$ cat config.mk
export PLATFORM = sky130hd
export DESIGN_NAME = seven_segment_decimal_scanner
export DESIGN_NICKNAME = d
export VERILOG_FILES = /design/src/rtl/dsd_pkg.sv /design/src/rtl/dsd_digit_cell.sv /design/src/rtl/seven_segment_decimal_scanner.sv
export SDC_FILE = /design/constraint.sdc
export NUM_CORES = 1
export LEC_CHECK = 0
export ABC_AREA = 1
export BUFFER_PORTS_ARGS = -buffer_cell sky130_fd_sc_hd__buf_2
export CAP_MARGIN = 20
export CORE_ASPECT_RATIO = 1.2
export CORE_MARGIN = 10
export CORE_UTILIZATION = 60
export CTS_BUF_LIST = sky130_fd_sc_hd__clkbuf_8
export CTS_CLUSTER_SIZE = 8
export DETAILED_ROUTE_END_ITERATION = 10
export GPL_ROUTABILITY_DRIVEN = 0
export PLACE_DENSITY = 0.86
export SLEW_MARGIN = 0
export SYNTH_ARGS = -nofsm -noshare
export SYNTH_HDL_FRONTEND = slang
export SYNTH_SLANG_ARGS = --single-unit
$ cat constraint.sdc
create_clock -name clock -period 3.35 [get_ports clock]
set_input_delay 0.335 -clock clock [delete_from_list [all_inputs] [get_ports clock]]
set_output_delay 0.335 -clock clock [all_outputs]
set_load 0.02 [all_outputs]
$ cat src/rtl/dsd_pkg.sv
`default_nettype none
// ---------------------------------------------------------------------------
// dsd_pkg
// Shared constants, types and the segment decoder for the decimal scanner.
// ---------------------------------------------------------------------------
package dsd_pkg;

   // Number of display positions in the cell chain.
   localparam int DIGITS = 8;
   // Width of a position index.
   localparam int POS_W = (DIGITS > 1) ? $clog2(DIGITS) : 1;

   localparam int VALUE_W   = 32;
   localparam int BITCNT_W  = $clog2(VALUE_W);
   localparam int DWELL_W   = 16;
   localparam int SEL_W     = 3;
   localparam int SEG_W     = 8;
   localparam int BCD_W     = 4;

   // Item kinds carried on the request tuser bit.
   localparam logic KIND_LOAD = 1'b0;
   localparam logic KIND_TICK = 1'b1;

   // Control strobes broadcast to every digit cell.
   typedef struct packed {
      logic clear;
      logic shift;
      logic commit;
   } dsd_cell_ctrl_type;

   // Common-cathode codes, bit 0 = segment a through bit 6 = segment g.
   function automatic logic [SEG_W-1:0] seg_encode(input logic [BCD_W-1:0] bcd);
      logic [SEG_W-1:0] seg;
      case (bcd)
         4'd0:    seg = 8'h3F;
         4'd1:    seg = 8'h06;
         4'd2:    seg = 8'h5B;
         4'd3:    seg = 8'h4F;
         4'd4:    seg = 8'h66;
         4'd5:    seg = 8'h6D;
         4'd6:    seg = 8'h7D;
         4'd7:    seg = 8'h07;
         4'd8:    seg = 8'h7F;
         4'd9:    seg = 8'h6F;
         default: seg = 8'h00;
      endcase
      return seg;
   endfunction

endpackage
`default_nettype wire

$ cat src/rtl/dsd_digit_cell.sv
`default_nettype none
// ---------------------------------------------------------------------------
// dsd_digit_cell
// One decimal digit of the shift-and-add-3 chain, plus its stored segment
// code and the leading-blank decision.
// ---------------------------------------------------------------------------
module dsd_digit_cell
   import dsd_pkg::*;
(
   input  wire logic              clock,
   input  wire logic              reset,
   input  wire dsd_cell_ctrl_type ctrl,
   input  wire logic              shift_in,   // carry from the less significant cell
   output logic                   shift_out,  // carry to the more significant cell
   input  wire logic              lit_in,     // a more significant digit is shown
   output logic                   lit_out,    // this digit or a higher one is shown
   output logic [SEG_W-1:0]       code
);

   logic [BCD_W-1:0] bcd_ff, bcd_in;
   logic [SEG_W-1:0] code_ff, code_in;
   logic [BCD_W-1:0] adj;

   // Correct the digit before doubling so that it carries at ten.
   assign adj       = (bcd_ff >= 4'd5) ? bcd_ff + 4'd3 : bcd_ff;
   assign shift_out = adj[BCD_W-1];
   assign lit_out   = lit_in | (bcd_ff != '0);
   assign code      = code_ff;

   always_comb begin
      bcd_in = bcd_ff;
      if (ctrl.clear) begin
         bcd_in = '0;
      end else if (ctrl.shift) begin
         bcd_in = {adj[BCD_W-2:0], shift_in};
      end
   end

   always_comb begin
      code_in = code_ff;
      if (ctrl.commit) begin
         code_in = lit_out ? seg_encode(bcd_ff) : '0;
      end
   end

   always_ff @(posedge clock) begin
      bcd_ff <= bcd_in;
      if (reset) begin
         code_ff <= '0;
      end else begin
         code_ff <= code_in;
      end
   end

endmodule
`default_nettype wire

$ cat src/rtl/seven_segment_decimal_scanner.sv
`default_nettype none
// ---------------------------------------------------------------------------
// seven_segment_decimal_scanner
// Multiplexed eight-digit seven-segment driver with a serial binary to
// decimal converter built from a chain of digit cells.
// ---------------------------------------------------------------------------
// Tick transaction: its result is registered and presented in the cycle after
// acceptance; ticks can be taken every cycle while the converter is idle and
// the result side keeps up. Load transaction: no result; nothing more is
// accepted until 32 shift steps through the digit cell chain and a commit step.
// Reset (synchronous, active high) blanks all digits, sets the scan position
// and dwell count to zero and the dwell length register to one.
// ---------------------------------------------------------------------------
module seven_segment_decimal_scanner
   import dsd_pkg::*;
(
   input  wire logic                clock,
   input  wire logic                reset,
   // Request stream.
   input  wire logic                req_tvalid,
   output logic                     req_tready,
   input  wire logic [VALUE_W-1:0]  req_tdata,   // [31:0] value
   input  wire logic                req_tuser,   // [0] kind: 0 load, 1 tick
   // Result stream.
   output logic                     rsp_tvalid,
   input  wire logic                rsp_tready,
   output logic [15:0]              rsp_tdata,   // [2:0] digit_select, [10:3] segments
   // Dwell length register (ticks_per_digit).
   input  wire logic                csr_wen,
   input  wire logic [DWELL_W-1:0]  csr_wdata
);

   // The converter sequencer: idle, shifting the number in, then one cycle
   // in which every cell latches its segment code.
   typedef enum logic [2:0] {
      S_IDLE   = 3'b001,
      S_CONV   = 3'b010,
      S_COMMIT = 3'b100
   } state_type;

   state_type              state_ff, state_in;
   logic [VALUE_W-1:0]     value_ff, value_in;
   logic [BITCNT_W-1:0]    bitcnt_ff, bitcnt_in;
   logic                   ovf_ff, ovf_in;
   logic [DWELL_W-1:0]     tpd_ff, tpd_in;
   logic [DWELL_W-1:0]     dwell_ff, dwell_in;
   logic [POS_W-1:0]       pos_ff, pos_in;
   logic                   rsp_valid_ff, rsp_valid_in;
   logic [SEL_W-1:0]       rsp_sel_ff, rsp_sel_in;
   logic [SEG_W-1:0]       rsp_seg_ff, rsp_seg_in;

   logic                   req_fire;
   logic                   load_fire;
   logic                   tick_fire;
   logic [DWELL_W-1:0]     dwell_inc;
   logic [DWELL_W-1:0]     limit;
   dsd_cell_ctrl_type      cell_ctrl;

   logic                   carry [DIGITS+1];
   logic                   lit   [DIGITS+1];
   logic [SEG_W-1:0]       cell_code [DIGITS];

   // A transaction is taken only while the converter is idle and the result
   // register is empty or being emptied in this cycle.
   assign req_tready = (state_ff == S_IDLE) && (!rsp_valid_ff || rsp_tready);
   assign req_fire   = req_tvalid && req_tready;
   assign load_fire  = req_fire && (req_tuser == KIND_LOAD);
   assign tick_fire  = req_fire && (req_tuser == KIND_TICK);

   // Control strobes shared by every cell in the chain.
   assign cell_ctrl.clear  = load_fire;
   assign cell_ctrl.shift  = (state_ff == S_CONV);
   assign cell_ctrl.commit = (state_ff == S_COMMIT);

   // The binary number enters the least significant cell one bit per cycle,
   // most significant bit first. The blank decision ripples the other way:
   // a digit is lit when it or any higher digit is nonzero, or when the
   // number overflowed the chain, in which case every position is shown.
   assign carry[0]    = value_ff[VALUE_W-1];
   assign lit[DIGITS] = ovf_ff;

   for (genvar i = 0; i < DIGITS; i++) begin : g_cell
      dsd_digit_cell u_cell (
         .clock     (clock),
         .reset     (reset),
         .ctrl      (cell_ctrl),
         .shift_in  (carry[i]),
         .shift_out (carry[i+1]),
         .lit_in    (lit[i+1]),
         .lit_out   (lit[i]),
         .code      (cell_code[DIGITS-1-i])
      );
   end

   // Sequencer for the conversion.
   always_comb begin
      state_in  = state_ff;
      value_in  = value_ff;
      bitcnt_in = bitcnt_ff;
      ovf_in    = ovf_ff;
      case (state_ff)
         S_IDLE: begin
            if (load_fire) begin
               state_in  = S_CONV;
               value_in  = req_tdata;
               bitcnt_in = BITCNT_W'(VALUE_W - 1);
               ovf_in    = 1'b0;
            end
         end
         S_CONV: begin
            value_in = {value_ff[VALUE_W-2:0], 1'b0};
            // A carry out of the top cell means the number has more digits
            // than the display; only the low digits are kept.
            ovf_in   = ovf_ff | carry[DIGITS];
            if (bitcnt_ff == '0) begin
               state_in = S_COMMIT;
            end else begin
               bitcnt_in = bitcnt_ff - 1'b1;
            end
         end
         S_COMMIT: begin
            state_in = S_IDLE;
         end
         default: begin
            state_in = S_IDLE;
         end
      endcase
   end

   // Scan position and dwell counting. A zero dwell length acts as one.
   assign dwell_inc = dwell_ff + 1'b1;
   assign limit     = (tpd_ff == '0) ? DWELL_W'(1) : tpd_ff;

   always_comb begin
      dwell_in = dwell_ff;
      pos_in   = pos_ff;
      if (tick_fire) begin
         if (dwell_inc >= limit) begin
            dwell_in = '0;
            pos_in   = (pos_ff == POS_W'(DIGITS - 1)) ? '0 : pos_ff + 1'b1;
         end else begin
            dwell_in = dwell_inc;
         end
      end
   end

   // Dwell length register; a write leaves the dwell count alone.
   assign tpd_in = csr_wen ? csr_wdata : tpd_ff;

   // Result register: filled by a tick, emptied when the consumer takes it.
   always_comb begin
      rsp_valid_in = rsp_valid_ff;
      rsp_sel_in   = rsp_sel_ff;
      rsp_seg_in   = rsp_seg_ff;
      if (rsp_valid_ff && rsp_tready) begin
         rsp_valid_in = 1'b0;
      end
      if (tick_fire) begin
         rsp_valid_in = 1'b1;
         rsp_sel_in   = SEL_W'(pos_ff);
         rsp_seg_in   = cell_code[pos_ff];
      end
   end

   always_ff @(posedge clock) begin
      if (reset) begin
         state_ff     <= S_IDLE;
         bitcnt_ff    <= '0;
         ovf_ff       <= 1'b0;
         tpd_ff       <= DWELL_W'(1);
         dwell_ff     <= '0;
         pos_ff       <= '0;
         rsp_valid_ff <= 1'b0;
      end else begin
         state_ff     <= state_in;
         bitcnt_ff    <= bitcnt_in;
         ovf_ff       <= ovf_in;
         tpd_ff       <= tpd_in;
         dwell_ff     <= dwell_in;
         pos_ff       <= pos_in;
         rsp_valid_ff <= rsp_valid_in;
      end
      value_ff   <= value_in;
      rsp_sel_ff <= rsp_sel_in;
      rsp_seg_ff <= rsp_seg_in;
   end

   assign rsp_tvalid = rsp_valid_ff;
   assign rsp_tdata  = {5'b0, rsp_seg_ff, rsp_sel_ff};

   // The converter never takes a transaction while it is busy.
   a_busy_blocks: assert property (@(posedge clock) disable iff (reset)
      (state_ff != S_IDLE) |-> !req_tready)
      else $error("request accepted while converting");

   // A load always starts a conversion in the next cycle.
   a_load_starts: assert property (@(posedge clock) disable iff (reset)
      load_fire |=> (state_ff == S_CONV))
      else $error("load did not start a conversion");

   // Every tick leaves a result in the output register.
   a_tick_result: assert property (@(posedge clock) disable iff (reset)
      tick_fire |=> rsp_tvalid)
      else $error("tick gave no result");

   // The commit cycle lasts exactly one cycle.
   a_commit_once: assert property (@(posedge clock) disable iff (reset)
      (state_ff == S_COMMIT) |=> (state_ff == S_IDLE))
      else $error("commit did not return to idle");

endmodule
`default_nettype wire
==> results of run 1 <==
metal layers:
metal  vias to the layer above  GRT usage  part of all wire
met4                         0     0.0708             0.028
met3                        62     0.0406             0.057
met2                       255      0.333              0.49
li1                       5181          -                 -
met1                      4510      0.228              0.43
met5                         -          0                 0
final cells by class:
| class | instances | area, um2 | share of cell area |
|---|---|---|---|
| clock buffer | 49 | 674 | 0.0508 |
| clock inverter | 15 | 113 | 0.00849 |
| inverter | 193 | 726 | 0.0547 |
| multi-input combinational | 1101 | 5930 | 0.447 |
| sequential | 231 | 5040 | 0.380 |
| tap | 261 | 327 | 0.0246 |
| timing repair buffer | 77 | 448 | 0.0338 |
logic make-up (layout without fill, tap and decap cells):
kind of cell,count (synthesis),in the layout
xor+xnor,22,22
buf+inv,251,334
fa+ha+maj,93,93
simple gates,718,718
flops,231,231
compound gates,257,257
mux,5,5
other cells,1,6
Yosys cell counts, drive strengths merged (4+ instances only):
library cell / count
nand2: 449
inv: 191
dfxtp: 189
nor2: 135
o21ai: 131
a21oi: 101
ha: 93
nand3: 93
edfxtp: 42
buf: 31
clkbuf: 27
xor2: 20
nand4: 15
nor3: 9
a31oi: 7
nand3b: 7
o22ai: 7
mux2i: 5
nor4: 4
o21a: 4
or2: 4
per-stage QoR:
step / utilization / setup WS (ns)
2_1_floorplan: - / 0.753
6_report: 0.676 / 0.482
3_5_place_dp: 0.635 / 0.455
4_1_cts: 0.675 / 0.448
3_3_place_gp: 0.635 / 0.575
5_1_grt: 0.676 / 0.0886
power groups by stage:
stage               Combinational [mW]  Clock, mW  Sequential (mW)
floorplan                        0.547          0             3.05
global placement                 0.714          0             3.06
detailed placement               0.736          0             3.06
CTS                              0.744       2.60             3.00
global route                     0.861       2.72             3.01
finish                           0.747       2.55             3.00
tightest hold or removal path, delay by kind of cell:
kind | cells | cell delay (ns)
buf+inv | 1 | 0.08
simple gates | 2 | 0.12
worst paths after layout:
| kind | from | end | slack, ns | cells after the start |
|---|---|---|---|---|
| hold reg to reg | register | g_cell[6].u_cell.code[1] | 0.44 | 2 |
| setup / recovery | dwell_ff[0] | dwell_ff[0] | 0.48 | 16 |
| setup reg to reg | dwell_ff[0] | dwell_ff[0] | 0.48 | 16 |
| hold / removal | csr_wdata[0] | tpd_ff[0] | 0.04 | 3 |
==> flow_summary.toml, run 1 <==
[layout]
fillCellCount = 1576
final_common_cell = "nand2_1"
nets = 1790
final_cell_area_mm2 = 0.0133
layout_common_cells = "434 x nand2_1, 189 x dfxtp_1, 187 x inv_1, 127 x nor2_1, 107 x o21ai_0"
layout-drive-gt1-share = 0.121
synthToLayoutAreaGrowth_pct = 10.6
finalNonFillerCells = 1927
num_antenna_cells = 0

[detailed_routing]
routed_wl_um = 25200
dr.first_iter.drc_count = 592
viasPerCell = 5.19
route.vias.total = 10000
drt_pass1_iterations = 6
antenna_left = 0
wl_per_cell_um = 13.1
drc = 0

[synth]
async_flop_share = 0
synthSimpleGateAreaFrac = 0.262
synthCells = 1578
yosys.area_share.xor_xnor = 0.0161
syn_area_mm2 = 0.0120
synth_top_area_share = 0.315
synth-adder-area-share = 0.0970
synth-compound-area-share = 0.112
synth_top_family_by_area = "simple AND/OR/NAND/NOR gates"
synth.largest_area_cell = "dfxtp_1"
synth.yosys.seq_area_share = 0.420
synth_edf_count = 42
synth_seq_cells = 231
synthFlopType = "dfxtp_1"
avgSynthCellArea_um2 = 7.60
synthTopCellsByArea = "dfxtp_1 32%, nand2_1 14%, edfxtp_1 11%"
yosys_warnings = 0
synth.area.mux_share = 0.00417
yosysUniqueCellTypes = 51

[worst_setup_path]
path_cells = "ha_1, nand3_1, nor2_1, nand2_1, nor2_1, nand2_1, xor2_1, ha_1, nand2_1, o21bai_1, nand2_1, a21oi_1, nand3_1, nand2_1, nand2_2, a21oi_1"
cpLargestDelayFamily = "simple AND/OR/NAND/NOR gates"
endpoint_kind = "register"
crit_path_max_fanout = 15
start_kind = "register"
critPathMaxStageDelay_ns = 0.37
arrival_ns = 3.32
critPathKind = "reg2reg"
critPathBufInv = 0
worstPathRequired_ns = 3.80
cp_common_cell = "nand2_1"
critPathSlowestCell = "dfxtp_1"

[global_route]
track_usage = 0.192
grt_start_max_net_pins = 85
antenna_found_initial = 0
grt_pass1_wl_um = 43200
overflow = 0
grt_pass1_vias = 9623

[sta]
timing.final.crit_period_ns = 2.87
finalCritPeriodShare = 0.856
worstMarginPinSlew_ns = 0.749
relSlewSlack = 0.500
skew_ns = 0.0196
setup_viol = 0
fmax_mhz = 349
drv_slew = 0
holdWs_ns = 0.0427
finalSetupTns_ns = 0
rsz0062_at_grt = "false"
hold_viol = 0

[cts]
numCtsBuffers = 39
hold_buffers = 0
h-tree-depth = 2
clkSlewWorstSetupHoldPaths_ns = 0.06
insertion_delay_ns = 0.53
cts_tree = "built"
postCtsSetupBuffers = 0
cts.path.max_buffers = 3
ctsResizeCount = 0
cts_sinks = 231
cts_root_buf = "clkbuf_8"

[outcome]
status = "finished clean"

[floorplan]
die_y_um = 175
ioPinCount = 72
dieArea_mm2 = 0.0261
core_area_mm2 = 0.0196
die_w_um = 149
initial_core_util = 0.612
fp-row-count = 56

[placement]
post-dp-hpwl_um = 17900
dp.cells = 1862
port_buffers = 65
dpl_cell_area_mm2 = 0.0125

[power]
power_leakage_nw = 6.61
switching_share = 0.261
comb_power_share = 0.119
p_per_area_mw_per_mm2 = 475
ir_drop_mv = 0.545
p_clk_frac = 0.405
seq_power_share = 0.477
p_sw_mw = 1.64
p_int_mw = 4.66
fin_total_pwr_mw = 6.30

[worst_hold_path]
min_path_type = "in2reg"

[run]
maxCapViolations = 0
(Power assumes the default switching activity.)
==> run 2, diff against run 1 <==
==> constraint.sdc (replaced) <==
create_clock -name clock -period 3.6 [get_ports clock]
set_input_delay 0.36 -clock clock [delete_from_list [all_inputs] [get_ports clock]]
set_output_delay 0.36 -clock clock [all_outputs]
set_load 0.02 [all_outputs]
==> run 2 against run 1 <==
Effect of this change:
- clock power down 14%
- power down 9.7%
- first-iteration DRC count down 2.9%
- worst setup slack better by 0.071 ns
- non-clock buffer count down 3
- core utilization down 0.46 points
- clock skew up 0.0048 ns
- via count down 0.42%
- largest cell class unchanged
- wire length down 0.29%
- highest routed layer unchanged
- largest power group unchanged
==> flow_summary.toml, run 2 (synthesis gave the netlist of run 1 again) <==
[worst_setup_path]
worstRegToRegCells = 16
path_cells = "ha_1, nand3_1, nor2_1, nand2_1, nor2_1, nand2_1, xor2_1, ha_1, nand2_1, o21bai_1, nand2_1, a21oi_1, nand3_1, nand2_1, nand2_2, a21oi_1"
reg2reg_to = "dwell_ff[0]"
critPathSlowestCell = "dfxtp_1"
reg2reg_from = "dwell_ff[0]"
start_kind = "register"
crit_path_max_fanout = 15
cp_common_cell = "nand2_1"
endpoint_kind = "register"
critPathMaxStageDelay_ns = 0.39
worstPathRequired_ns = 4.06
arrival_ns = 3.51
critPathKind = "reg2reg"
r2r_slack_ns = 0.55

[cts]
insertion_delay_ns = 0.54
h-tree-depth = 2
clkSlewWorstSetupHoldPaths_ns = 0.06
cts_tree = "built"
ctsResizeCount = 0
cts.path.max_buffers = 3
hold_buffers = 0
cts_sinks = 231
numCtsBuffers = 39
postCtsSetupBuffers = 0
cts_root_buf = "clkbuf_8"

[layout]
seqCellArea_mm2 = 0.00504
layout-drive-gt1-share = 0.119
nets = 1787
synthToLayoutAreaGrowth_pct = 9.81
fillCellCount = 1592
num_antenna_cells = 0
layout_common_cells = "434 x nand2_1, 190 x inv_1, 189 x dfxtp_1, 127 x nor2_1, 107 x o21ai_0"
final_common_cell = "nand2_1"
multiInputGateArea_mm2 = 0.00593

[sta]
drv_slew = 0
rsz0062_at_grt = "false"
setup_viol = 0
fmax_mhz = 328
relSlewSlack = 0.387
hold_viol = 0
finalSetupTns_ns = 0
worstMarginPinSlew_ns = 0.919
timing.final.crit_period_ns = 3.05
skew_ns = 0.0244
holdWs_ns = 0.0383
finalCritPeriodShare = 0.846

[worst_hold_path]
hold_start = "csr_wdata[0]"
hold_end = "tpd_ff[0]"
min_path_type = "in2reg"
whs_path_depth = 3

[detailed_routing]
viasPerCell = 5.17
antenna_left = 0
route.vias.total = 9966
drt_pass1_iterations = 5
drc = 0
routed_wl_um = 25200
wl_per_cell_um = 13.1
dr.first_iter.drc_count = 575

[power]
switching_share = 0.267
p_per_area_mw_per_mm2 = 432
seq_power_share = 0.491
ir_drop_mv = 0.299
p_int_mw = 4.17
p_clk_frac = 0.388
p_sw_mw = 1.52
comb_power_share = 0.121
power_leakage_nw = 6.58

[placement]
port_buffers = 65
post-dp-hpwl_um = 18200

[global_route]
grt_pass1_wl_um = 42700
grt_pass1_vias = 9675
antenna_found_initial = 0
grtUsageMet3 = 0.0408
use_met2 = 0.327
overflow = 0
globalRoute.busiestLayer = "met2"
grt_util_met1 = 0.221
track_usage = 0.191
grt_start_max_net_pins = 78

[run]
maxCapViolations = 0

[floorplan]
core_area_mm2 = 0.0196
fp-row-count = 56
dieArea_mm2 = 0.0261
die_y_um = 175
die_w_um = 149
ioPinCount = 72
initial_core_util = 0.612

[outcome]
status = "finished clean"
## run 2: cell types whose count changed in the layout (fill, tap and decap cells not counted)
cell / before / now
bufinv_16: 2 / 0
clkinv_2: 4 / 7
inv_1: 187 / 190
buf_16: 1 / 0
clkbuf_8: 49 / 48
buf_4: 10 / 8
## run 2: cell type report
| type | instances | share of cell area |
|---|---|---|
| Sequential cell | 231 | 0.383 |
| Clock inverter | 19 | 0.00598 |
| Clock buffer | 48 | 0.0501 |
| Multi-Input combinational cell | 1101 | 0.450 |
| Tap cell | 261 | 0.0248 |
| Timing Repair Buffer | 74 | 0.0308 |
| Inverter | 193 | 0.0551 |
## run 2: per-layer routing
| metal | up-vias | wire (um) |
|---|---|---|
| met2 | 253 | 12000 |
| met5 | - | 0 |
| met1 | 4465 | 10800 |
| met4 | 0 | 966 |
| met3 | 74 | 1450 |
| li1 | 5174 | - |
## run 2: worst max path at each step
stage / to / from / cells past startpoint
4_1_cts: dwell_ff[0] / dwell_ff[0] / 16
3_3_place_gp: dwell_ff[0] / dwell_ff[0] / 16
6_report: dwell_ff[0] / dwell_ff[0] / 16
5_1_grt: dwell_ff[3] / dwell_ff[0] / 16
2_1_floorplan: dwell_ff[3] / dwell_ff[0] / 16
3_5_place_dp: dwell_ff[0] / dwell_ff[0] / 16
## run 2: power by group through the flow
stage               Combinational [mW]  Clock, mW  Sequential [mW]
floorplan                        0.509          0             2.84
global placement                 0.662          0             2.84
detailed placement               0.686          0             2.85
CTS                              0.693       2.24             2.79
global route                     0.794       2.36             2.80
finish                           0.690       2.20             2.79
## run 2: worst max-delay path: cells and delay by family (launching register included)
kind            cells  cell delay, ns
compound gates      3            0.43
simple gates       10            1.47
xor+xnor            1            0.16
flops               1            0.39
fa+ha+maj           2            0.51
## run 2: stage by stage
stage | util | worst slack, ns | area [um2] | power, mW | std cells
after floorplan | - | 1.00 | 12000 | 3.35 | 1583
after global placement | 0.634 | 0.681 | 12400 | 3.51 | 1860
after detailed placement | 0.634 | 0.546 | 12400 | 3.53 | 1860
after CTS | 0.672 | 0.528 | 13200 | 5.73 | 1927
after global routing | 0.672 | 0.159 | 13200 | 5.95 | 1927
final | 0.672 | 0.553 | 13200 | 5.69 | 1927
==> run 3, diff against run 2 <==
==> constraint.sdc (replaced) <==
create_clock -name clock -period 3.2 [get_ports clock]
set_input_delay 0.32 -clock clock [delete_from_list [all_inputs] [get_ports clock]]
set_output_delay 0.32 -clock clock [all_outputs]
set_load 0.02 [all_outputs]
==> run 3 against run 2 <==
Effect of this change:
- cell count increased by 0.16%
- clock skew increased by 0.0010 ns
- critical endpoint unchanged
- worst setup slack got worse by 0.29 ns
- sequential power increased by 13%
- global-route usage increased by 0.37 points
- sequential share of layout area about the same
- highest routed layer unchanged
==> flow_summary.toml, run 3 (synthesis gave the netlist of run 1 again) <==
[power]
p_per_area_mw_per_mm2 = 482
power_leakage_nw = 6.59
ir_drop_mv = 0.321

[floorplan]
die_w_um = 149
core_area_mm2 = 0.0196
initial_core_util = 0.612
ioPinCount = 72
dieArea_mm2 = 0.0261
fp-row-count = 56
die_y_um = 175

[cts]
clkSlewWorstSetupHoldPaths_ns = 0.06
cts_sinks = 231
cts.path.max_buffers = 3
cts_root_buf = "clkbuf_8"
postCtsSetupBuffers = 0
insertion_delay_ns = 0.54
numCtsBuffers = 39
cts_tree = "built"
h-tree-depth = 2

[global_route]
track_usage = 0.194
grt_pass1_wl_um = 43400
grt_pass1_vias = 9580
antenna_found_initial = 0
overflow = 0
grt_start_max_net_pins = 85

[worst_setup_path]
critPathMaxStageDelay_ns = 0.40
start_kind = "register"
crit_path_max_fanout = 15
worstPathRequired_ns = 3.65
cp_common_cell = "nand2_1"
critPathKind = "reg2reg"
endpoint_kind = "register"
critPathBufInv = 0
critPathSlowestCell = "dfxtp_1"
path_cells = "ha_1, nand3_1, nor2_2, nand2_1, nor2_1, nand2_1, xor2_1, ha_1, nand2_1, o21bai_1, nand2_1, a21oi_1, nand3_1, nand2_1, nand2_4, a21oi_1"
cpLargestDelayFamily = "simple AND/OR/NAND/NOR gates"
arrival_ns = 3.39

[layout]
final_common_cell = "nand2_1"
nets = 1791
utilization = 0.672
num_antenna_cells = 0
fillCellCount = 1609
multiInputGateArea_mm2 = 0.00594
layout-drive-gt1-share = 0.121
seqCellArea_mm2 = 0.00504
finalNonFillerCells = 1930
synthToLayoutAreaGrowth_pct = 9.83
layout_common_cells = "434 x nand2_1, 191 x inv_1, 189 x dfxtp_1, 126 x nor2_1, 107 x o21ai_0"

[sta]
worstMarginPinSlew_ns = 1.08
timing.final.crit_period_ns = 2.93
skew_ns = 0.0254
fmax_mhz = 341
setup_viol = 0
finalSetupTns_ns = 0
finalCritPeriodShare = 0.917
drv_slew = 0
hold_viol = 0
relSlewSlack = 0.279

[detailed_routing]
drc = 0
routed_wl_um = 25800
route.vias.total = 10000
wl_per_cell_um = 13.4
antenna_left = 0
dr.first_iter.drc_count = 707
drt_pass1_iterations = 5
viasPerCell = 5.20

[worst_hold_path]
min_path_type = "in2reg"

[placement]
dp.cells = 1864
post-dp-hpwl_um = 18200
port_buffers = 65

[run]
maxCapViolations = 0

[outcome]
status = "finished clean"
[run 3: cell types whose count changed in the layout (fill, tap and decap cells not counted)]
cell      delta
buf_12       -1
nand2_4      +1
inv_1        +1
clkbuf_8     -2
buf_4        +5
clkinv_2     -1
inv_4        +1
nand2_2      -1
nor2_1       -1
nor2_2       +1
[run 3: per-stage QoR]
stage	setup WS, ns	total power, mW	instance area (um2)	hold slack, ns
2_1_floorplan	0.603	3.77	12000	0.424
3_3_place_gp	0.416	3.95	12500	0.430
3_5_place_dp	0.288	3.98	12500	0.435
4_1_cts	0.232	6.40	13200	0.0128
5_1_grt	-0.0122	6.65	13200	0.0351
6_report	0.265	6.36	13200	0.0352
[run 3: path summary, 6_finish.rpt]
kind	from	end	slack, ns	cells past startpoint
worst max-delay path	dwell_ff[0]	dwell_ff[0]	0.27	16
worst min register to register	register	g_cell[2].u_cell.code[6]	0.44	2
worst min-delay path	csr_wdata[0]	tpd_ff[0]	0.04	3
worst max register to register	dwell_ff[0]	dwell_ff[0]	0.27	16
[run 3: area by class of cell]
| cell class | count | area share |
|---|---|---|
| clock buffers | 46 | 0.0480 |
| clock inverters | 20 | 0.00636 |
| inverters | 193 | 0.0551 |
| multi-input cells | 1101 | 0.451 |
| flip-flops and latches | 231 | 0.383 |
| well taps | 261 | 0.0248 |
| repair buffers | 78 | 0.0321 |
[run 3: routing by layer]
metal,wire (um),part of all wire,GRT usage,vias up
met5,0,0,0,-
met2,12700,0.49,0.332,282
met1,11100,0.43,0.236,4533
met3,1520,0.059,0.0414,44
li1,-,-,-,5176
met4,568,0.022,0.0676,0
[run 3: what timing repair did]
item                                    in CTS  in global routing
endpoints found under the setup margin       0                 15
hold buffers                                 0                  0
resized for setup                            0                  2
[run 3: tightest hold or removal path, delay by kind of cell]
kind                   cells  cell delay [ns]
and+or+nand+nor            2             0.12
buffers and inverters      1             0.07
[run 3: report_power, final]
group / internal, mW / switching [mW]
Clock: 1.30 / 1.13
Combinational: 0.259 / 0.526
Sequential: 3.09 / 0.0570
